`src/brfew_bank.sv`:
```
`default_nettype none
// ----------------------------------------------------------------------------
// brfew_bank
// One byte-wide memory bank: one write port, one read port, registered read.
// ----------------------------------------------------------------------------
module brfew_bank #(
  parameter int RW = 7
) (
  input  wire logic          clk,
  input  wire logic          we,
  input  wire logic [RW-1:0] waddr,
  input  wire logic [7:0]    wdata,
  input  wire logic          re,
  input  wire logic [RW-1:0] raddr,
  output logic      [7:0]    rdata_r
);

  logic [7:0] mem [1 << RW];

  always_ff @(posedge clk) begin
    if (we) begin
      mem[waddr] <= wdata;
    end
  end

  always_ff @(posedge clk) begin
    if (re) begin
      rdata_r <= mem[raddr];
    end
  end

endmodule

`default_nettype wire

```
`config.mk`:
```
export PLATFORM = sky130hd
export DESIGN_NAME = brfew_bank
export DESIGN_NICKNAME = d
export VERILOG_FILES = /design/src/brfew_bank.sv
export SDC_FILE = /design/constraint.sdc
export NUM_CORES = 1
export LEC_CHECK = 0
export ABC_AREA = 1
export BUFFER_PORTS_ARGS = -buffer_cell sky130_fd_sc_hd__buf_4
export CAP_MARGIN = 10
export CORE_UTILIZATION = 45
export DETAILED_ROUTE_END_ITERATION = 10
export GPL_ROUTABILITY_DRIVEN = 0
export PLACE_DENSITY_LB_ADDON = 0.12
export SETUP_SLACK_MARGIN = 0.5
export SYNTH_ARGS = -nofsm -noshare
export SYNTH_HDL_FRONTEND = slang
export SYNTH_SLANG_ARGS = --single-unit
```
`constraint.sdc`:
```
create_clock -name clk -period 3.4 [get_ports clk]
set_clock_uncertainty 0.1 [all_clocks]
set_input_delay 0.68 -clock clk [delete_from_list [all_inputs] [get_ports clk]]
set_output_delay 0.68 -clock clk [all_outputs]
set_load 0.05 [all_outputs]
```
# Word level (Yosys, flattened, before mapping)
# Memories as Yosys holds them, arrays and structs flattened. A register that Yosys moved wholly into a read port is not among the register bits.
# Cells that the tools add are included.
# Widths: inputs -> output; s select.
# op_classes
muxes	2
# op_table
cell	count
$mux 1	2
# totals
memories	1
out_inout_bits	8
ff_bits	0
mem_bits_rw	1024
# mem_list
memory	depth	width	read_ports	rd_ports_with_merged_regs	wr	line_no	rtl
mem	128	8	1	1	1	18	logic [7:0] mem [1 << RW];

# Longest topological paths before layout
# Gate-level depths: netlist (run 1).
# depth
ltp_word	2
ltp_mapped	14

# Least setup slack after synthesis (run 1)
# OpenSTA, ideal clock, no wires.
# synth_path
kind	in2reg
startpoint	in we
endpoint	mem mem[105][0], enable pin
path_buffers	2
stages	4
setup_time_ns	0.370
setup_slack_ns	1.264
required_ns	2.930
t_arrival_ns	1.666
path_cell_list	clkbuf_1 -> nand2_1 -> clkbuf_1 -> nor2_1
# synth_between
elab_chain_len	2
# synth_lines
element	line_no	rtl
from (decl)	10	input wire logic we,
$mux 1	21	if (we) begin
$mux 1 (not written as such)	22	mem[waddr] <= wdata;
to (decl)	18	
# Every way passes these cells.

==> results of run 1 <==
==> area by class of cell <==
class / instances / share of cell area [%]
well taps: 1243 / 3.23
inverters: 24 / 0.242
clock inverters: 70 / 1.30
flip-flops and latches: 1032 / 64.4
multi-input cells: 2288 / 20.3
clock buffers: 131 / 5.88
repair buffers: 242 / 4.69
==> cell families after synthesis <==
logic type / share of synthesized area, %
flip-flops: 73.5
buffers and inverters: 3.39
AND/OR/NAND/NOR: 23.1
==> critical path, cell delays in order <==
cell and delay, ps:
clkbuf_8 240, inv_8 250, buf_12 230, buf_12 190
nand3_1 80, nand3_1 90, nand3_1 140, nand2_1 130
nand2_1 60, nand3_1 210, nand2_1 110, nand2_1 80
nand2_1 60
==> registers in the layout, summed over array words and instances, names as in the netlist <==
name,count
mem,1024
rdata_r,8
==> through the flow <==
| stage | cells | total power, W | area (um2) | hold WS [ps] |
|---|---|---|---|---|
| floorplan | 3575 | 0.0153 | 42200 | 679 |
| global placement | 4829 | 0.0161 | 44700 | 879 |
| detailed placement | 4829 | 0.0161 | 44700 | 889 |
| CTS | 5030 | 0.0276 | 48100 | 169 |
| global route | 5030 | 0.0282 | 48100 | 200 |
| finish | 5030 | 0.0274 | 48100 | 203 |
==> layout by cell type (no fill, tap or decap), drive strengths merged <==
cell,n
clkbuf,132
edfxtp,1032
clkinvlp,3
buf,241
nand3,931
inv,28
nor2,134
nor3,8
clkinv,52
nand2,1215
bufinv,11
==> where the power goes <==
group          leakage, nW  total [W]  switching (W)  internal (W)
sequential            9.29     0.0141      0.0000253        0.0141
combinational         6.30    0.00174        0.00129      0.000455
clock                 1.70     0.0116        0.00484       0.00673
total                 17.3     0.0274        0.00616        0.0212
==> final timing paths <==
path                             start              endpoint
setup / recovery              raddr[1]  rdata_r[2]$_DFFE_PP_
hold reg to reg   mem[36][5]$_DFFE_PP_  rdata_r[5]$_DFFE_PP_
hold / removal                      re  rdata_r[4]$_DFFE_PP_
setup reg to reg  mem[67][3]$_DFFE_PP_  rdata_r[3]$_DFFE_PP_
==> per-layer routing <==
layer	up-vias	routed length, um	GRT usage (%)
li1	12800	-	-
met2	1026	54600	39.3
met1	13700	50000	34.9
met4	0	2380	6.62
met5	-	0	0
met3	138	7790	3.02
==> summary.md, run 1 <==
* status: finished, final reports clean
* cell count of the worst reg-to-reg path: 10
* post-synthesis cell area: 42,200 um2
* Async SR Flop Fraction: 0%
* Worst Setup Path Type: in2reg
* arrival time of data at the critical path endpoint: 2650 ps
* number of buffers added to fix hold violations after cts: 0
* sequential cell area fraction in the yosys report: 73.5%
* post-route minimum period: 2320 ps
* diodes inserted: 0
* cell depth of the worst min-delay path: 1
* dominant cell type by area after synthesis: edfxtp_1
* area of the core region: 92,200 um2
* vias in the first global route: 27,000
* kind of capture point of the worst setup path: flip-flop
* area taken by multi-input logic gates: 9760 um2
* number of violations reported at the end of detailed-routing iteration 0: 3,168
* CTS tree: yes
* area share of the largest cell type after synthesis: 73.5%
* critical path startpoint category: input pin
* drt wl/cell: 22.8 um
* Max Freq: 431 MHz
* wire length of the first global-routing pass: 173 mm
* post-route ant nets: 0
* sequential cell area: 31,000 um2
* effective utilization at floorplan: 45.7%
* area added between synthesis and finish: 14.1%
* worst-case vdd ir drop: 0.402 mV
* number of instances in the synthesized netlist: 3,575
* cell types with the largest area share after synthesis: edfxtp_1 73%, nand3_1 11%, nand2_1 11%
* count of unique library cells instantiated by Yosys: 13
* # Max-Cap Violations: 0
* Yosys warning total: 0
* Net Count, Synth: 3,600
* headroom to the max-slew limit: 44.4%
* transition at the pin with the smallest max-transition slack: 830 ps
* Max Transition Viols Final: 0
* I/O Buffers: 32
* clock root buffer: clkbuf_16
* minimum setup slack after placement: 400 ps
* CTS resizes: 0
* clock input transition at the sequential cells of the worst setup and hold paths: 60 ps
* die area: 95,000 um2
* net count of the finished layout: 3,721
* critical path data required time: 3730 ps
* Routed Wire Length: 115 mm
* vias after detailed routing: 27,700
* number of filler instances in the final layout: 7,977
* Leakage: 17.3 nW
* Setup TNS: 0 ps
* unrepaired setup endpoints after global routing: false
* flops & latches, synth: 1,032
* FP Rows: 111
* worst hold path class: in2reg
* layout cell share with drive strength beyond 1: 10.5%
* Post-synth EDFFs: 1,032
* CTS H-tree lvls: 3
* TritonCTS Sinks: 1,032
* fin crit share: 68.2%
* grt ovf: 0
* maximum number of pins on one net before global-route repair: 129
* clock tree buffer depth: 3
* smallest setup slack after layout: 1080 ps
* clock insertion delay at the later pin of the skew report: 680 ps
* Mapped Avg Cell Area: 11.8 um2
* number of placed I/O pins: 33
* Post-CTS Setup Inserts: 0
* endpoints failing hold: 0
* post-detail-place hpwl: 67.4 mm
* Avg Vias per Cell: 5.51
* Finish-stage setup viols: 0
* Chip Height: 308 um
* number of iterations in the first detailed-routing pass: 6
* most common flop cell mapped by yosys: edfxtp_1
* TritonCTS Buffers: 108
* DR DRC count: 0
* most numerous cell in the Yosys netlist: nand2_1
* Layout Utilization: 52.2%
* most common library cells after synthesis: 1,215 x nand2_1, 1,032 x edfxtp_1, 931 x nand3_1, 134 x nor2_1, 121 x buf_2
* number of antenna violations at the first check in global routing: 2
* R2R Setup Slk: 1520 ps
* CP Max Fanout: 37
* PwrDens: 569 nW/um2
* Die Width: 308 um
* overall track demand over capacity in global routing: 24.4%
Note: power is estimated with default switching activity, not from simulation.
==> run 2, diff against run 1 <==
Clock period 3.4 ns to 1.99 ns, I/O delays scaled along.
==> summary.md, run 2 (same netlist as run 1, synthesis figures left out) <==
* clock root buffer: clkbuf_16
* grt ovf: 0
* area added between synthesis and finish: 24.6%
* area of the core region: 92,200 um2
* CP Max Fanout: 1
* Chip Height: 308 um
* number of placed I/O pins: 33
* Top reg by flops: mem
* die area: 95,000 um2
* unrepaired setup endpoints after global routing: true
* net count of the finished layout: 3,841
* final cell area excluding filler cells: 52,600 um2
* number of violations reported at the end of detailed-routing iteration 0: 2,765
* vias after detailed routing: 28,700
* effective utilization at floorplan: 45.7%
* Avg Vias per Cell: 5.58
* reg-to-reg critical path endpoint: rdata_r[6]$_DFFE_PP_
* TritonCTS Buffers: 106
* Buffers & Inverters on Critical Path: 1
* CP max stage cell: edfxtp_1
* Post-Place Cell Area: 46,400 um2
* layout cell share with drive strength beyond 1: 24.7%
* FP Rows: 111
* cell count of the worst reg-to-reg path: 10
* minimum setup slack after placement: -490 ps
* GR Layer Usage met1: 36.2%
* hold_sp: wdata[7]
* transition at the pin with the smallest max-transition slack: 699 ps
* overall track demand over capacity in global routing: 25.9%
* arrival time of data at the critical path endpoint: 1450 ps
* wire length of the first global-routing pass: 181 mm
* post-route minimum period: 1950 ps
* clock input transition at the sequential cells of the worst setup and hold paths: 60 ps
* Routed Wire Length: 122 mm
* post-detail-place hpwl: 75.7 mm
* critical path data required time: 1490 ps
* I/O Buffers: 32
* critical path startpoint category: flip-flop
* worst hold path class: in2reg
* endpoints failing hold: 0
* diodes inserted: 0
* # Max-Cap Violations: 0
* CTS tree: yes
* sequential cell area: 31,000 um2
* headroom to the max-slew limit: 53.4%
* DR DRC count: 0
* most crowded layer after global routing: met2
* smallest setup slack after layout: 37.8 ps
* fin crit share: 98.1%
* number of iterations in the first detailed-routing pass: 5
* total power consumption of the routed design: 0.0486 W
* leading registers by flop count: mem (1024), rdata_r (8)
* maximum number of pins on one net before global-route repair: 84
* placed cells: 4,931
* Worst Setup Path Type: reg2out
* kind of capture point of the worst setup path: primary output
* clock tree buffer depth: 3
* met3 track demand over resource: 3.63%
* sink of the worst hold path: mem[127][7]$_DFFE_PP_
* TritonCTS Sinks: 1,032
* cell depth of the worst min-delay path: 1
* Max Freq: 512 MHz
* Layout Cells excl Fill: 5,145
* CTS H-tree lvls: 3
* clock insertion delay at the later pin of the skew report: 680 ps
* R2R Setup Slk: 400 ps
* post-route ant nets: 0
* Die Width: 308 um
* most frequent cells in the layout: 1,109 x nand2_1, 1,032 x edfxtp_1, 641 x nand3_1
* PwrDens: 924 nW/um2
* Finish-stage setup viols: 0
* Max Transition Viols Final: 0
* met2 Track Usage GR: 42.1%
* flip-flop count of the largest register after layout: 1,024
* Leakage: 19.0 nW
* number of antenna violations at the first check in global routing: 1
* number of filler instances in the final layout: 7,599
* most common cell after layout, fill and taps aside: nand2_1
* worst-case vdd ir drop: 0.824 mV
* launch point of the worst reg-to-reg path: mem[41][6]$_DFFE_PP_
* drt wl/cell: 23.7 um
* critical-path cell list: buf_6
* kind of cell adding the most delay to the critical path: flip-flops
* vias in the first global route: 28,500
* status: finished, final reports clean
* area taken by multi-input logic gates: 12,100 um2
* biggest cell delay along the critical path: 540 ps
-- run 2: cell count changes in the layout (fill, tap and decap cells not counted), moves of 8 or more --
| cell | change |
|---|---|
| buf_4 | +39 |
| buf_6 | +12 |
| nand3_4 | +37 |
| buf_16 | +8 |
| nor2_1 | -39 |
| nand3_1 | -290 |
| nand2_4 | +21 |
| nor2_4 | +23 |
| nand2_1 | -106 |
| buf_12 | +58 |
| nor2_2 | +16 |
| nand2_2 | +85 |
| nand3_2 | +253 |
-- run 2: what timing repair did --
action                                  in CTS  in global routing
hold buffers                                 2                  0
cloned                                       5                  0
endpoints found under the setup margin      30                 16
endpoints found under the hold margin       11                  0
pin swaps                                  116                171
resized for setup                          260                215
buffers inserted                             5                  8
-- run 2: layout make-up --
type | instances | area share, %
clock buffer | 126 | 5.31
clock inverter | 68 | 1.51
inverter | 24 | 0.240
multi-input combinational | 2288 | 23.0
sequential | 1032 | 59.0
tap | 1243 | 2.96
timing repair buffer | 364 | 8.01
-- run 2: worst max path at each step --
stage / endpoint / slack [ps] / start / cells past startpoint
final: rdata_r[0] / 40 / rdata_r[0]$_DFFE_PP_ / 1
after global routing: rdata_r[0] / 40 / rdata_r[0]$_DFFE_PP_ / 1
after CTS: rdata_r[0] / 30 / rdata_r[0]$_DFFE_PP_ / 1
after detailed placement: rdata_r[1]$_DFFE_PP_ / -490 / raddr[1] / 13
after global placement: rdata_r[6]$_DFFE_PP_ / -490 / raddr[0] / 14
after floorplan: mem[113][0]$_DFFE_PP_ / 190 / waddr[0] / 5
-- run 2: report_power, final --
part	internal, W	leakage (nW)	switching, W
sequential	0.0240	9.29	0.0000509
combinational	0.00129	7.99	0.00265
clock	0.0123	1.75	0.00828
-- run 2: per-layer routing --
layer	wire, um	vias up	share of wire (%)
li1	-	13100	-
met1	52000	14300	43
met2	59000	1060	48
met3	7900	199	6.5
met4	3240	2	2.6
met5	9	-	0.0074
-- run 2: through the flow --
stage               hold slack, ps  utilization (%)  setup TNS (ps)
floorplan                      397                -               0
global placement               621             50.3          -14700
detailed placement             624             50.3          -16920
CTS                           22.4             55.8               0
global route                  37.2             57.0               0
finish                        40.1             57.0               0
