<file path="src/brfew_pkg.sv">
`default_nettype none
// ----------------------------------------------------------------------------
// brfew_pkg
// Shared types and codes of the byte ring FIFO with endian word access.
// ----------------------------------------------------------------------------
package brfew_pkg;

  localparam int LANES    = 8;
  localparam int FILL_W   = 11;
  localparam int DROP_W   = 11;
  localparam int WORD_W   = 64;

  typedef enum logic [1:0] {
    CMD_PUSH    = 2'd0,
    CMD_POP     = 2'd1,
    CMD_PEEK    = 2'd2,
    CMD_DISCARD = 2'd3
  } cmd_t;

  typedef enum logic [1:0] {
    STAT_OK        = 2'd0,
    STAT_OVERFLOW  = 2'd1,
    STAT_UNDERFLOW = 2'd2
  } status_t;

  // what the result stage needs to know about an item in flight
  typedef struct packed {
    status_t           status;
    logic [FILL_W-1:0] fill;
    logic              word_en;    // pop or peek that succeeded
    logic              big;
    logic [1:0]        size_code;
    logic [2:0]        off;        // bank of the oldest byte
  } item_info_t;

endpackage

`default_nettype wire

</file>
<file path="src/brfew_ctrl.sv">
`default_nettype none
// ----------------------------------------------------------------------------
// brfew_ctrl
// Pointer and count state, command checks, and bank addressing for the
// byte lanes of a push and the read of a pop or peek.
// ----------------------------------------------------------------------------
module brfew_ctrl
  import brfew_pkg::*;
#(
  parameter int DEPTH = 1024,
  parameter int PW    = $clog2(DEPTH),
  parameter int RW    = PW - 3
) (
  input  wire logic                    clk,
  input  wire logic                    rst_n,
  input  wire logic                    in_fire,
  input  wire logic [1:0]              cmd,
  input  wire logic [1:0]              size_code,
  input  wire logic                    big_endian,
  input  wire logic [WORD_W-1:0]       word_in,
  input  wire logic [DROP_W-1:0]       drop_count,
  output logic      [LANES-1:0]        bank_we,
  output logic      [LANES-1:0][RW-1:0] bank_waddr,
  output logic      [LANES-1:0][7:0]   bank_wdata,
  output logic      [LANES-1:0][RW-1:0] bank_raddr,
  output item_info_t                   info
);

  localparam int CW = $clog2(DEPTH + 1);
  localparam int XW = (CW > FILL_W) ? CW : FILL_W;
  localparam logic [XW:0] DEPTH_X = (XW + 1)'(DEPTH);

  logic [PW-1:0] rp_r, rp_nxt;
  logic [PW-1:0] wp_r, wp_nxt;
  logic [CW-1:0] cnt_r, cnt_nxt;

  logic [3:0]    nb;
  logic [XW-1:0] cnt_x, nb_x, drop_x, cnt_w;
  logic          ovf, unf_word, unf_drop, push_ok;
  logic [2:0]    roff, woff;
  status_t       status;
  logic          word_en;

  always_comb begin
    nb       = 4'd1 << size_code;
    cnt_x    = XW'(cnt_r);
    nb_x     = XW'(nb);
    drop_x   = XW'(drop_count);
    ovf      = ({1'b0, cnt_x} + {1'b0, nb_x}) > DEPTH_X;
    unf_word = cnt_x < nb_x;
    unf_drop = drop_x > cnt_x;

    status  = STAT_OK;
    word_en = 1'b0;
    push_ok = 1'b0;
    cnt_w   = cnt_x;
    rp_nxt  = rp_r;
    wp_nxt  = wp_r;
    unique case (cmd_t'(cmd))
      CMD_PUSH: begin
        if (ovf) begin
          status = STAT_OVERFLOW;
        end else begin
          push_ok = 1'b1;
          cnt_w   = cnt_x + nb_x;
          wp_nxt  = wp_r + PW'(nb);
        end
      end
      CMD_POP, CMD_PEEK: begin
        if (unf_word) begin
          status = STAT_UNDERFLOW;
        end else begin
          word_en = 1'b1;
          if (cmd_t'(cmd) == CMD_POP) begin
            cnt_w  = cnt_x - nb_x;
            rp_nxt = rp_r + PW'(nb);
          end
        end
      end
      CMD_DISCARD: begin
        if (unf_drop) begin
          status = STAT_UNDERFLOW;
        end else begin
          cnt_w  = cnt_x - drop_x;
          rp_nxt = rp_r + drop_x[PW-1:0];
        end
      end
      default: begin
        status = STAT_OK;
      end
    endcase
    cnt_nxt = cnt_w[CW-1:0];
  end

  always_ff @(posedge clk) begin
    if (!rst_n) begin
      rp_r  <= '0;
      wp_r  <= '0;
      cnt_r <= '0;
    end else if (in_fire) begin
      rp_r  <= rp_nxt;
      wp_r  <= wp_nxt;
      cnt_r <= cnt_nxt;
    end
  end

  // byte at address a lives in bank a[2:0], row a[PW-1:3]; a bank below
  // the start offset holds the byte of the following row
  always_comb begin
    logic [2:0] idx;
    logic [2:0] sel;
    roff = rp_r[2:0];
    woff = wp_r[2:0];
    for (int b = 0; b < LANES; b++) begin
      bank_raddr[b] = rp_r[PW-1:3] + RW'(3'(b) < roff);
      bank_waddr[b] = wp_r[PW-1:3] + RW'(3'(b) < woff);
      idx           = 3'(b) - woff;
      sel           = big_endian ? 3'(nb - 4'd1 - {1'b0, idx}) : idx;
      bank_wdata[b] = word_in[8*sel +: 8];
      bank_we[b]    = in_fire && push_ok && ({1'b0, idx} < nb);
    end
  end

  always_comb begin
    info.status    = status;
    info.fill      = cnt_w[FILL_W-1:0];
    info.word_en   = word_en;
    info.big       = big_endian;
    info.size_code = size_code;
    info.off       = roff;
  end

`ifndef SYNTH
  a_cnt_bound: assert property (@(posedge clk) disable iff (!rst_n)
    cnt_r <= CW'(DEPTH))
    else $error("byte count above depth");

  a_ptr_consistent: assert property (@(posedge clk) disable iff (!rst_n)
    wp_r == PW'({1'b0, rp_r} + cnt_r))
    else $error("write pointer does not match read pointer plus count");

  a_refused_holds: assert property (@(posedge clk) disable iff (!rst_n)
    (in_fire && status != STAT_OK) |=> $stable(cnt_r) && $stable(rp_r) && $stable(wp_r))
    else $error("refused command changed state");
`endif

endmodule

`default_nettype wire

</file>
<file path="config.mk">
export PLATFORM = sky130hd
export DESIGN_NAME = brfew_ctrl
export DESIGN_NICKNAME = d
export VERILOG_FILES = /design/src/brfew_pkg.sv /design/src/brfew_ctrl.sv
export SDC_FILE = /design/constraint.sdc
export NUM_CORES = 1
export LEC_CHECK = 0
export ABC_AREA = 1
export BUFFER_PORTS_ARGS = -buffer_cell sky130_fd_sc_hd__buf_2
export CAP_MARGIN = 10
export CORE_ASPECT_RATIO = 1.25
export CORE_UTILIZATION = 25
export CTS_CLUSTER_DIAMETER = 100
export CTS_CLUSTER_SIZE = 24
export DETAILED_ROUTE_END_ITERATION = 12
export PLACE_DENSITY_LB_ADDON = 0.15
export SYNTH_ARGS = -nofsm -noshare
export SYNTH_HDL_FRONTEND = slang
export SYNTH_SLANG_ARGS = --single-unit
</file>
<file path="constraint.sdc">
create_clock -name clk -period 7 [get_ports clk]
set_input_delay 1.75 -clock clk [delete_from_list [all_inputs] [get_ports clk]]
set_output_delay 1.75 -clock clk [all_outputs]
set_load 0.005 [all_outputs]
</file>
Word-level counts from Yosys, hierarchy flattened
Index checks and enable logic that the tools add are counted.
{ "classes": {"addsub": 40, "magnitude_cmp": 27, "eq_ne": 6, "shifts": 9, "n_mux": 25, "bitwise_logic": 1, "n_reduce_logical": 14} }
{ "ops": {"columns": ["cell", "count"], "rows": [
  ["$shiftx 64x7->8", 8],
  ["$add 7x1->7", 16],
  ["$mux 11", 4],
  ["$pmux 11 s3", 1],
  ["$lt 3x4->1", 8],
  ["$mux 10", 3],
  ["$lt 3x3->1 const A", 8],
  ["$mux 3", 8],
  ["$sub 3x3->3", 8],
  ["$add 10x4->10", 2],
  ["$pmux 10 s2", 1],
  ["$add 11x4->12", 1],
  ["$gt 12x11->1 const B", 1],
  ["$lt 1x3->1 const A", 4],
  ["$lt 2x3->1 const A", 4],
  ["$sub 3x3->3 const A", 4],
  ["$add 11x4->11", 1],
  ["$gt 11x11->1", 1],
  ["$lt 11x4->1", 1],
  ["$sub 11x11->11", 1],
  ["$sub 11x4->11", 1],
  ["$add 10x10->10", 1],
  ["$logic_and 1x1->1", 9],
  ["$ne 2x2->1 const B", 3],
  ["15 further kinds", 23]
]} }
{ "totals": {"regBits": 31, "input_bits": 83, "output_inout_bits": 204} }

Depth between registers and ports, before layout
Gate-level depths: netlist (run 1).
{ "depth": {"ltp_word": 7, "ltp_mapped": 24, "mapped_depth_nobuf": 22} }

Least setup slack after synthesis (run 1)
OpenSTA, ideal clock, no wires.
{ "synth_path": {"path_type": "input -> output", "from": "input size_code[1]", "to": "output bank_wdata[23] in the netlist's numbering", "arrival_time_ns": 4.248, "t_required_ns": 5.250, "path_slack_ns": 1.002, "cell_stages": 9, "path_cell_list": "buf_4 > nor2_1 > ha_1 > inv_1 > fa_1 > a21oi_1 > clkbuf_1 > mux2_2 > o21ai_0"} }
{ "synth_rtl": {"columns": ["item", "line_no", "source"], "rows": [
  ["from (decl)", "brfew_ctrl.sv:18", "input wire logic [1:0] size_code,"],
  ["to (decl)", "brfew_ctrl.sv:24", "output logic [LANES-1:0][7:0] bank_wdata,"]
]} }

Worst setup path in the final report (run 1)
{ "layout_path": {"from": "input size_code[1]", "to": "output bank_we[0]"} }
{ "layout_via": {"elab_chain_len": 7, "elab_cells_between_ends": 8} }
{ "layout_lines": {"columns": ["item", "line_no", "source"], "rows": [
  ["$shl 1x2->4 (*)", "brfew_ctrl.sv:45", "nb = 4'd1 << size_code;"],
  ["$add 11x4->12", "brfew_ctrl.sv:49", "ovf = ({1'b0, cnt_x} + {1'b0, nb_x}) > DEPTH_X;"],
  ["$gt 12x11->1", "brfew_ctrl.sv:49", null],
  ["$mux 1", "brfew_ctrl.sv:61", "if (ovf) begin"],
  ["$mux 1", "brfew_ctrl.sv:59", "unique case (cmd_t'(cmd))"],
  ["$logic_and 1x1->1", "brfew_ctrl.sv:120", "bank_we[b] = in_fire && push_ok && ({1'b0, idx} < nb);"],
  ["$logic_and 1x1->1 (*)", "brfew_ctrl.sv:120", null],
  ["to (decl)", "brfew_ctrl.sv:22", "output logic [LANES-1:0] bank_we,"]
]} }
Mark *: on every way between the ends. The rest lies on a longest branch, timed or not.

==> results.py, run 1 <==
metrics = {
    "worst_setup_path": {
        "r2r_start": "cnt_r[2]",
        "ff2ff_setup_slack_ns": 3.99,
        "crit_start": "size_code[1]",
        "cp_max_fo": 21,
        "cp_data_arrival_time_ns": 4.81,
        "rr_worst_depth": 13,
        "r2r-end": "rp_r[8]",
        "required_ns": 5.25,
        "worstSetupStartpointType": "input port",
        "crit_path_end_kind": "output pin",
        "worstSetupPathType": "in -> out",
        "critPathCapture": "bank_we[0]",
    },
    "routing": {
        "drt_wl_total_um": 32740,
        "drc": 0,
        "drtIter0Drc": 542,
        "viasPerCell": 4.695,
        "wl_per_cell_um": 16.22,
        "ant_nets": 0,
        "num_vias": 9479,
        "drt_first_pass_iters": 5,
    },
    "timing": {
        "setup_violations": 0,
        "maxSlewViolCount": 0,
        "tightest_slew_ns": 1.089,
        "hold_violations": 0,
        "max_freq_ghz": 0.1524,
        "slew_headroom_pct": 26.84,
        "tns_ns": 0,
        "fin_ws_ns": 0.4370,
        "fin_crit_ns": 6.563,
        "rsz0062_at_grt": "no",
        "skew_ns": 0.008755,
        "fin_crit_sh_pct": 93.76,
    },
    "synth": {
        "synth_compound_area_share_pct": 19.52,
        "synth_nets": 1535,
        "synth_ff_type": "dfxtp_1",
        "syn-cell-area_mm2": 0.007963,
        "synth_top_family_by_area": "simple AND/OR/NAND/NOR gates",
        "synth.distinct_cells": 43,
        "yosysSeqAreaShare_pct": 7.794,
        "synth_top_area_share_pct": 18.34,
        "synth_xor_xnor_area_share_pct": 12.13,
        "synth_simple_gate_area_share_pct": 32.94,
        "syn-instance-count": 1370,
        "synth_area_leaders": "nand2_1, ha_1, o21ai_0",
        "yosysTopAreaCell": "nand2_1",
        "synthArstFlopShare_pct": 0,
        "ys_warn_count": 0,
        "synthMuxAreaShare_pct": 2.263,
        "avgSynthCellArea_um2": 5.812,
        "synthAdderAreaFrac_pct": 13.64,
        "ys_ff_latch": 31,
        "synth_edf_count": 0,
    },
    "floorplanning": {
        "core_mm2": 0.03117,
        "ios": 287,
        "core.rowCount": 72,
        "initial_utilization_pct": 25.55,
        "fp.dieH_um": 201.5,
        "die_area_mm2": 0.03257,
        "die_x_um": 161.6,
    },
    "min_path": {
        "hp-start": "wp_r[8]",
        "worstHoldPathType": "reg -> reg",
    },
    "clocking": {
        "clock_latency_ns": 0.29,
        "cts_max_level": 2,
        "clock-root-buffer": "clkbuf_16",
        "post-cts-setup-buffers": 0,
        "cts.path.max_buffers": 2,
        "cts.sinks": 31,
        "cts_resized": 0,
        "cts_tree": "yes",
        "cts_made_buffers": 5,
        "holdBufCountCts": 0,
        "clk_pin_slew_ns": 0.06,
    },
    "global_route": {
        "grt_max_degree": 35,
        "globalRouteTotalUtil_pct": 19.39,
        "grt_pass1_vias": 8804,
        "antenna_found_initial": 0,
        "grt_pass1_wl_um": 49370,
        "grt-ovfl-total": 0,
    },
    "cells_and_area": {
        "final_cell_area_mm2": 0.009888,
        "nNetsFinal": 1776,
        "drive_gt1_share_pct": 23.76,
        "nFillCells": 3638,
        "area_growth_pct": 24.18,
        "antenna_cells": 0,
    },
    "power_and_ir_drop": {
        "power_density_mw_per_mm2": 135.6,
        "worst_ir_drop_vdd_mv": 0.1116,
        "p_leak_nw": 5.467,
    },
    "placed_design": {
        "port_buffers": 286,
        "place_hpwl_um": 27420,
        "dpl_cell_area_mm2": 0.009712,
        "place_congestion": 0.9565,
        "dp_slack_ns": 0.2880,
    },
    "outcome": {
        "status": "finished clean",
    },
    "flow_run": {
        "maxCapViolations": 0,
    },
}
[synthesized netlist by cell type (2+ instances only)]
master and number:
nand2_1 389, o21ai_0 178, inv_1 150, nor2_1 98, xor2_1 90, a21oi_1 84
ha_1 74, nand3_1 56, clkbuf_1 38, dfxtp_1 31, nand4_1 19, mux2_2 16
nand2_2 16, buf_2 14, buf_4 12, nor3_1 12, inv_2 11, xnor2_1 11
nand3_2 9, o21ai_1 9, fa_1 8, a21o_1 6, xor2_2 5, o211ai_1 4
o21bai_1 4, a31oi_1 3, nand3_4 3, a21boi_0 2, buf_6 2, nor2_4 2
o22ai_1 2
[power by group]
group | leakage [nW] | switching (W) | total, W | internal [W]
logic | 5.13 | 0.000527 | 0.000847 | 0.000320
registers | 0.254 | 0.0000289 | 0.000216 | 0.000187
clock network | 0.0868 | 0.0000997 | 0.000277 | 0.000178
total | 5.47 | 0.000656 | 0.00134 | 0.000685
[cells in the final DEF (no fill, tap or decap), types with 15 or more instances in the layout]
| cell | n |
|---|---|
| nand2_1 | 388 |
| buf_2 | 285 |
| o21ai_0 | 178 |
| inv_1 | 150 |
| nor2_1 | 98 |
| xor2_1 | 90 |
| a21oi_1 | 82 |
| ha_1 | 74 |
| nand3_1 | 56 |
| dfxtp_1 | 31 |
| nand4_1 | 19 |
| nand2_2 | 17 |
| mux2_2 | 16 |
| buf_4 | 15 |
[critical path, cell delays in order]
cell	delay, ns
clkbuf_4	0.26
inv_1	0.17
nor2_1	0.15
inv_1	0.16
ha_1	0.47
nor2_1	0.08
nand2_1	0.06
nand2_1	0.06
inv_2	0.06
nand2_2	0.07
nand2_1	0.07
nand2_1	0.08
nor2_1	0.17
nand3_2	0.12
nor2_4	0.11
nand3_4	0.15
nand2_8	0.17
nand3_4	0.25
a211oi_2	0.23
buf_2	0.14
[layer usage]
| metal | part of all wire [%] | wire length (um) | vias to the layer above | global-route usage (%) |
|---|---|---|---|---|
| li1 | - | - | 4906 | - |
| met1 | 41 | 13550 | 4257 | 22.31 |
| met4 | 3.3 | 1082 | 0 | 6.907 |
| met2 | 51 | 16800 | 273 | 36.55 |
| met3 | 4.0 | 1313 | 43 | 1.876 |
| met5 | 0 | 0 | - | 0 |
[cell families after synthesis]
group | after synthesis
adders and majority gates | 82
muxes | 16
and+or+nand+nor | 610
DFF | 31
buffers and inverters | 228
xor gates and xnor gates | 106
AOI/OAI and AO/OA | 297
[registers in the layout, summed over array words and instances (netlist names)]
register / count
rp_r: 10
wp_r: 10
cnt_r: 11
[stage by stage]
step           instances  hold slack (ns)  total power [W]  util [%]
6_report            2019           0.5155         0.001341     31.72
5_1_grt             2019           0.5639         0.001459     31.72
4_1_cts             2019           0.5086         0.001355     31.72
3_5_place_dp        2011           0.4927         0.001074     31.16
3_3_place_gp        2011           0.4820         0.001075     31.16
2_1_floorplan       1370           0.4645        0.0007219         -
[how the worst min path moves through the flow]
stage,to,slack [ns],depth (start not counted)
6_report,wp_r[8],0.52,2
2_1_floorplan,wp_r[8],0.46,2
4_1_cts,wp_r[8],0.51,2
3_5_place_dp,wp_r[8],0.49,2
5_1_grt,wp_r[7],0.56,2
3_3_place_gp,wp_r[8],0.48,2
[area by class of cell]
cell class / instances / area (um2) / share of cell area (%)
Clock buffer: 6 / 138.9 / 1.405
Clock inverter: 2 / 35.03 / 0.3543
Inverter: 161 / 604.3 / 6.112
Multi-Input combinational cell: 1111 / 6434 / 65.06
Sequential cell: 31 / 620.6 / 6.276
Tap cell: 407 / 509.2 / 5.150
Timing Repair Buffer: 301 / 1546 / 15.64
Power figures use the tool's default switching activity.
==> run 2, diff against run 1 <==
--- a/config.mk
+++ b/config.mk
@@ -6,9 +6,9 @@
 export NUM_CORES = 1
 export LEC_CHECK = 0
 export ABC_AREA = 1
-export BUFFER_PORTS_ARGS = -buffer_cell sky130_fd_sc_hd__buf_2
-export CAP_MARGIN = 10
-export CORE_ASPECT_RATIO = 1.25
+export BUFFER_PORTS_ARGS = -buffer_cell sky130_fd_sc_hd__buf_4
+export CAP_MARGIN = 5
+export CORE_ASPECT_RATIO = 0.7
 export CORE_UTILIZATION = 25
 export CTS_CLUSTER_DIAMETER = 100
 export CTS_CLUSTER_SIZE = 24
==> results.py, run 2 (synthesis results as in run 1) <==
metrics = {
    "flow_run": {
        "maxCapViolations": 0,
    },
    "power_and_ir_drop": {
        "sw_frac_of_total_pct": 48.01,
        "p_sw_w": 0.0006746,
        "p_leak_nw": 5.568,
        "internal-power_w": 0.0007305,
        "combPwrFrac_pct": 68.8,
        "worst_ir_drop_vdd_mv": 0.08233,
        "seq_power_share_pct": 15.5,
        "p_clk_share_pct": 15.7,
        "power_density_mw_per_mm2": 132.7,
    },
    "global_route": {
        "grt-ovfl-total": 0,
        "globalRouteTotalUtil_pct": 20.64,
        "grt_pass1_vias": 8867,
        "grt_max_degree": 40,
        "antenna_found_initial": 0,
        "grt_pass1_wl_um": 52160,
    },
    "routing": {
        "drt_wl_total_um": 34810,
        "drtIter0Drc": 719,
        "num_vias": 9607,
        "ant_nets": 0,
        "wl_per_cell_um": 17.14,
        "viasPerCell": 4.730,
        "drc": 0,
        "drt_first_pass_iters": 8,
    },
    "cells_and_area": {
        "mostFrequentLayoutCell": "nand2_1",
        "largest_register_ffs": 11,
        "area_growth_pct": 33.00,
        "drive_gt1_share_pct": 23.65,
        "nNetsFinal": 1775,
        "post-route-util_pct": 33.93,
        "top_register": "cnt_r",
        "reg_top3": "cnt_r x11, rp_r x10, wp_r x10",
        "antenna_cells": 0,
        "nFillCells": 3515,
        "final_cell_mix": "nand2_1, buf_4, o21ai_0",
    },
    "clocking": {
        "cts_tree": "yes",
        "clock_latency_ns": 0.29,
        "clock-root-buffer": "clkbuf_16",
        "cts_resized": 0,
        "cts.path.max_buffers": 2,
        "clk_pin_slew_ns": 0.05,
        "post-cts-setup-buffers": 0,
        "cts_made_buffers": 5,
        "cts_max_level": 2,
        "cts.sinks": 31,
        "holdBufCountCts": 0,
    },
    "timing": {
        "skew_ns": 0.005841,
        "max_freq_ghz": 0.1551,
        "maxSlewViolCount": 0,
        "slew_headroom_pct": 34.52,
        "rsz0062_at_grt": "no",
        "fin_crit_sh_pct": 92.09,
        "setup_violations": 0,
        "tns_ns": 0,
        "hold_violations": 0,
        "hold_slack_ns": 0.5452,
        "tightest_slew_ns": 0.9812,
        "fin_crit_ns": 6.447,
    },
    "floorplanning": {
        "core_mm2": 0.03121,
        "ios": 287,
        "die_x_um": 215.3,
        "core.rowCount": 54,
        "fp.dieH_um": 151.3,
        "die_area_mm2": 0.03258,
        "initial_utilization_pct": 25.51,
    },
    "worst_setup_path": {
        "cp_data_arrival_time_ns": 4.70,
        "crit_path_end_kind": "output pin",
        "required_ns": 5.25,
        "worstSetupStartpointType": "input port",
        "worstSetupPathType": "in -> out",
        "cp_max_fo": 21,
    },
    "outcome": {
        "status": "finished clean",
    },
    "min_path": {
        "worstHoldPathType": "reg -> reg",
    },
    "placed_design": {
        "place_congestion": 0.9274,
        "place_hpwl_um": 29280,
        "port_buffers": 286,
    },
}
==> run 2: cell types whose count changed in the layout (fill, tap and decap cells not counted) <==
| cell | change |
|---|---|
| buf_2 | -285 |
| buf_12 | +1 |
| bufinv_16 | -1 |
| clkbuf_1 | +1 |
| buf_4 | +284 |
| clkbuf_8 | -1 |
| clkinvlp_4 | +1 |
| clkbuf_4 | -1 |
==> run 2: final timing paths <==
| path | startpoint | end | slack, ns | depth (start not counted) |
|---|---|---|---|---|
| max reg2reg | cnt_r[4] | rp_r[7] | 3.91 | 13 |
| min reg2reg | wp_r[7] | wp_r[7] | 0.55 | 2 |
| min | wp_r[7] | wp_r[7] | 0.55 | 2 |
| max | size_code[1] | bank_we[5] | 0.55 | 20 |
==> run 2: metal layers <==
metal	track usage [%]	routed length [um]
met1	32.38	18200
met4	1.986	176
met5	0	0
met2	28.58	13590
met3	4.598	2849
==> run 2: final cells by class <==
| class | count | area [um2] | area share [%] |
|---|---|---|---|
| clock buffers | 6 | 128.9 | 1.217 |
| inverters | 161 | 604.3 | 5.707 |
| clock inverters | 2 | 12.51 | 0.1181 |
| repair buffers | 300 | 2265 | 21.38 |
| multi-input cells | 1111 | 6434 | 60.75 |
| flip-flops and latches | 31 | 620.6 | 5.860 |
| well taps | 420 | 525.5 | 4.962 |
==> run 2: per-stage QoR <==
stage	instance area [um2]	power (W)	setup WS [ns]	cells
5_1_grt	10590	0.001530	0.1802	2031
2_1_floorplan	7963	0.0007219	1.002	1370
3_5_place_dp	10450	0.001181	0.5152	2023
4_1_cts	10590	0.001407	0.5090	2031
3_3_place_gp	10450	0.001187	0.6201	2023
6_report	10590	0.001405	0.5535	2031
==> run 2: critical path: stages <==
cell and delay [ns]:
buf_4 0.22, inv_1 0.17, nor2_1 0.15, inv_1 0.08, ha_1 0.44, nor2_1 0.08, nand2_1 0.08, nand2_1 0.06
inv_2 0.06, nand2_2 0.07, nand2_1 0.09, nand2_1 0.07, nand2_1 0.14, nand3_2 0.11, nor2_4 0.11, nand3_4 0.16
nand2_8 0.19, nand3_4 0.27, a21oi_1 0.25, buf_4 0.14
==> run 2: power by group through the flow <==
stage                     Sequential (W)  Clock (W)  Combinational, W
after floorplan                 0.000207          0          0.000515
after global placement          0.000222          0          0.000965
after detailed placement        0.000222          0          0.000959
after CTS                       0.000218   0.000223          0.000965
after global routing            0.000221   0.000233           0.00108
final                           0.000218   0.000221          0.000966
==> run 3, diff against run 2 <==
==> constraint.sdc (replaced) <==
create_clock -name clk -period 6.28 [get_ports clk]
set_input_delay 1.57 -clock clk [delete_from_list [all_inputs] [get_ports clk]]
set_output_delay 1.57 -clock clk [all_outputs]
set_load 0.005 [all_outputs]
==> results.py, run 3 (synthesis results as in run 1) <==
metrics = {
    "outcome": {
        "status": "finished clean",
    },
    "timing": {
        "fin_crit_ns": 5.963,
        "max_freq_ghz": 0.1677,
        "slew_headroom_pct": 19.20,
        "setup_violations": 0,
        "fin_crit_sh_pct": 94.95,
        "maxSlewViolCount": 0,
        "rsz0062_at_grt": "no",
        "tns_ns": 0,
        "hold_violations": 0,
        "tightest_slew_ns": 1.203,
        "skew_ns": 0.007599,
    },
    "worst_setup_path": {
        "worstSetupStartpointType": "input port",
        "crit_start": "size_code[1]",
        "timing.critical_path.mode_cell": "nand2_1",
        "cp_data_arrival_time_ns": 4.39,
        "critPathCapture": "bank_we[5]",
        "required_ns": 4.71,
        "crit_path_end_kind": "output pin",
        "rr_worst_depth": 14,
        "worstSetupPathType": "in -> out",
        "critPathSlowestCell": "ha_2",
        "cp_slowest_stage_delay_ns": 0.41,
        "r2r_start": "cnt_r[1]",
        "ff2ff_setup_slack_ns": 3.30,
        "r2r-end": "wp_r[5]",
        "path_cells": "buf_4 -> inv_1 -> nor2_1 -> inv_1 -> ha_2 -> nor2_1 -> nand2_1 -> nand2_1 -> inv_2 -> nand2_2 -> nand2_1 -> nand2_1 -> nand2_1 -> nand3_2 -> nor2_4 -> nand3_4 -> nand2_8 -> nand3_4 -> a21oi_1 -> buf_4",
        "cp_max_fo": 18,
    },
    "global_route": {
        "grt_pass1_vias": 8914,
        "antenna_found_initial": 1,
        "grt-ovfl-total": 0,
        "grt_pass1_wl_um": 51970,
        "globalRouteTotalUtil_pct": 20.56,
        "grt_max_degree": 37,
    },
    "cells_and_area": {
        "reg_top3": "cnt_r x11, rp_r x10, wp_r x10",
        "final_cell_mix": "nand2_1, buf_4, o21ai_0",
        "top_register": "cnt_r",
        "area_growth_pct": 34.32,
        "largest_register_ffs": 11,
        "drive_gt1_share_pct": 24.32,
        "mostFrequentLayoutCell": "nand2_1",
        "nNetsFinal": 1788,
        "final_cell_area_mm2": 0.01070,
    },
    "clocking": {
        "holdBufCountCts": 0,
        "clock-root-buffer": "clkbuf_16",
        "cts_tree": "yes",
        "cts_max_level": 2,
        "clk_pin_slew_ns": 0.06,
        "clock_latency_ns": 0.29,
        "cts.path.max_buffers": 2,
        "cts.sinks": 31,
        "cts_made_buffers": 5,
    },
    "min_path": {
        "worstHoldPathType": "reg -> reg",
    },
    "power_and_ir_drop": {
        "power_density_mw_per_mm2": 147.7,
        "p_leak_nw": 5.627,
        "worst_ir_drop_vdd_mv": 0.07207,
    },
    "floorplanning": {
        "core.rowCount": 54,
        "die_area_mm2": 0.03258,
        "core_mm2": 0.03121,
        "fp.dieH_um": 151.3,
        "ios": 287,
        "initial_utilization_pct": 25.51,
        "die_x_um": 215.3,
    },
    "routing": {
        "wl_per_cell_um": 17.20,
        "drt_wl_total_um": 35170,
        "viasPerCell": 4.793,
        "drc": 0,
        "ant_nets": 0,
        "num_vias": 9801,
        "drt_first_pass_iters": 5,
        "drtIter0Drc": 774,
    },
    "placed_design": {
        "port_buffers": 286,
        "place_hpwl_um": 29320,
        "dpl_cell_area_mm2": 0.01053,
        "place_congestion": 0.8911,
    },
    "flow_run": {
        "maxCapViolations": 0,
    },
}
## run 3: changes by cell type in the layout (fill, tap and decap cells not counted)
cell / before / now
buf_4: 299 / 311
diode_2: 0 / 1
ha_1: 74 / 73
ha_2: 0 / 1
nand3_2: 9 / 10
## run 3: worst min path at each step
stage | depth (start not counted) | startpoint | end
floorplan | 2 | wp_r[8] | wp_r[8]
global placement | 2 | rp_r[9] | rp_r[9]
detailed placement | 2 | rp_r[9] | rp_r[9]
CTS | 2 | rp_r[9] | rp_r[9]
global route | 2 | wp_r[9] | wp_r[9]
finish | 2 | wp_r[8] | wp_r[8]
## run 3: final cells by class
class | count | area [um2]
sequential | 31 | 620.6
multi-input combinational | 1112 | 6446
fill | 3481 | 20520
clock buffer | 6 | 128.9
timing repair buffer | 312 | 2355
antenna | 1 | 2.502
inverter | 161 | 604.3
clock inverter | 2 | 12.51
tap | 420 | 525.5
## run 3: power by group
group          switching (W)  internal [W]
Clock               0.000104      0.000147
Sequential         0.0000342      0.000209
Combinational       0.000619      0.000467
Total               0.000757      0.000823
## run 3: what timing repair did
| action | 4_1_cts | 5_1_grt |
|---|---|---|
| setup buffers | 0 | 1 |
| endpoints found under the setup margin | 0 | 9 |
| resized for setup | 0 | 1 |
## run 3: per-stage QoR
| step | util [%] | hold WS (ns) | power (W) | setup WS [ns] | instances |
|---|---|---|---|---|---|
| floorplan | - | 0.4645 | 0.0008046 | 0.6417 | 1370 |
| global placement | 33.74 | 0.5315 | 0.001327 | 0.2284 | 2034 |
| detailed placement | 33.74 | 0.5384 | 0.001324 | 0.1413 | 2034 |
| CTS | 34.19 | 0.5477 | 0.001583 | 0.1325 | 2042 |
| global route | 34.26 | 0.5991 | 0.001718 | 0.001627 | 2044 |
| finish | 34.26 | 0.5325 | 0.001580 | 0.3169 | 2045 |
## run 3: worst max-delay path, delay by kind of cell
family / cells / cell delay, ns
AOI/OAI and AO/OA: 1 / 0.23
adders and majority gates: 1 / 0.41
buffers and inverters: 5 / 0.66
and+or+nand+nor: 13 / 1.51
## run 3: layer usage
metal	up-vias	wire length [um]	track usage, %
met4	0	355	2.766
met1	4489	18320	32.57
li1	4928	-	-
met2	364	13700	28.26
met3	20	2798	3.876
met5	-	0	0
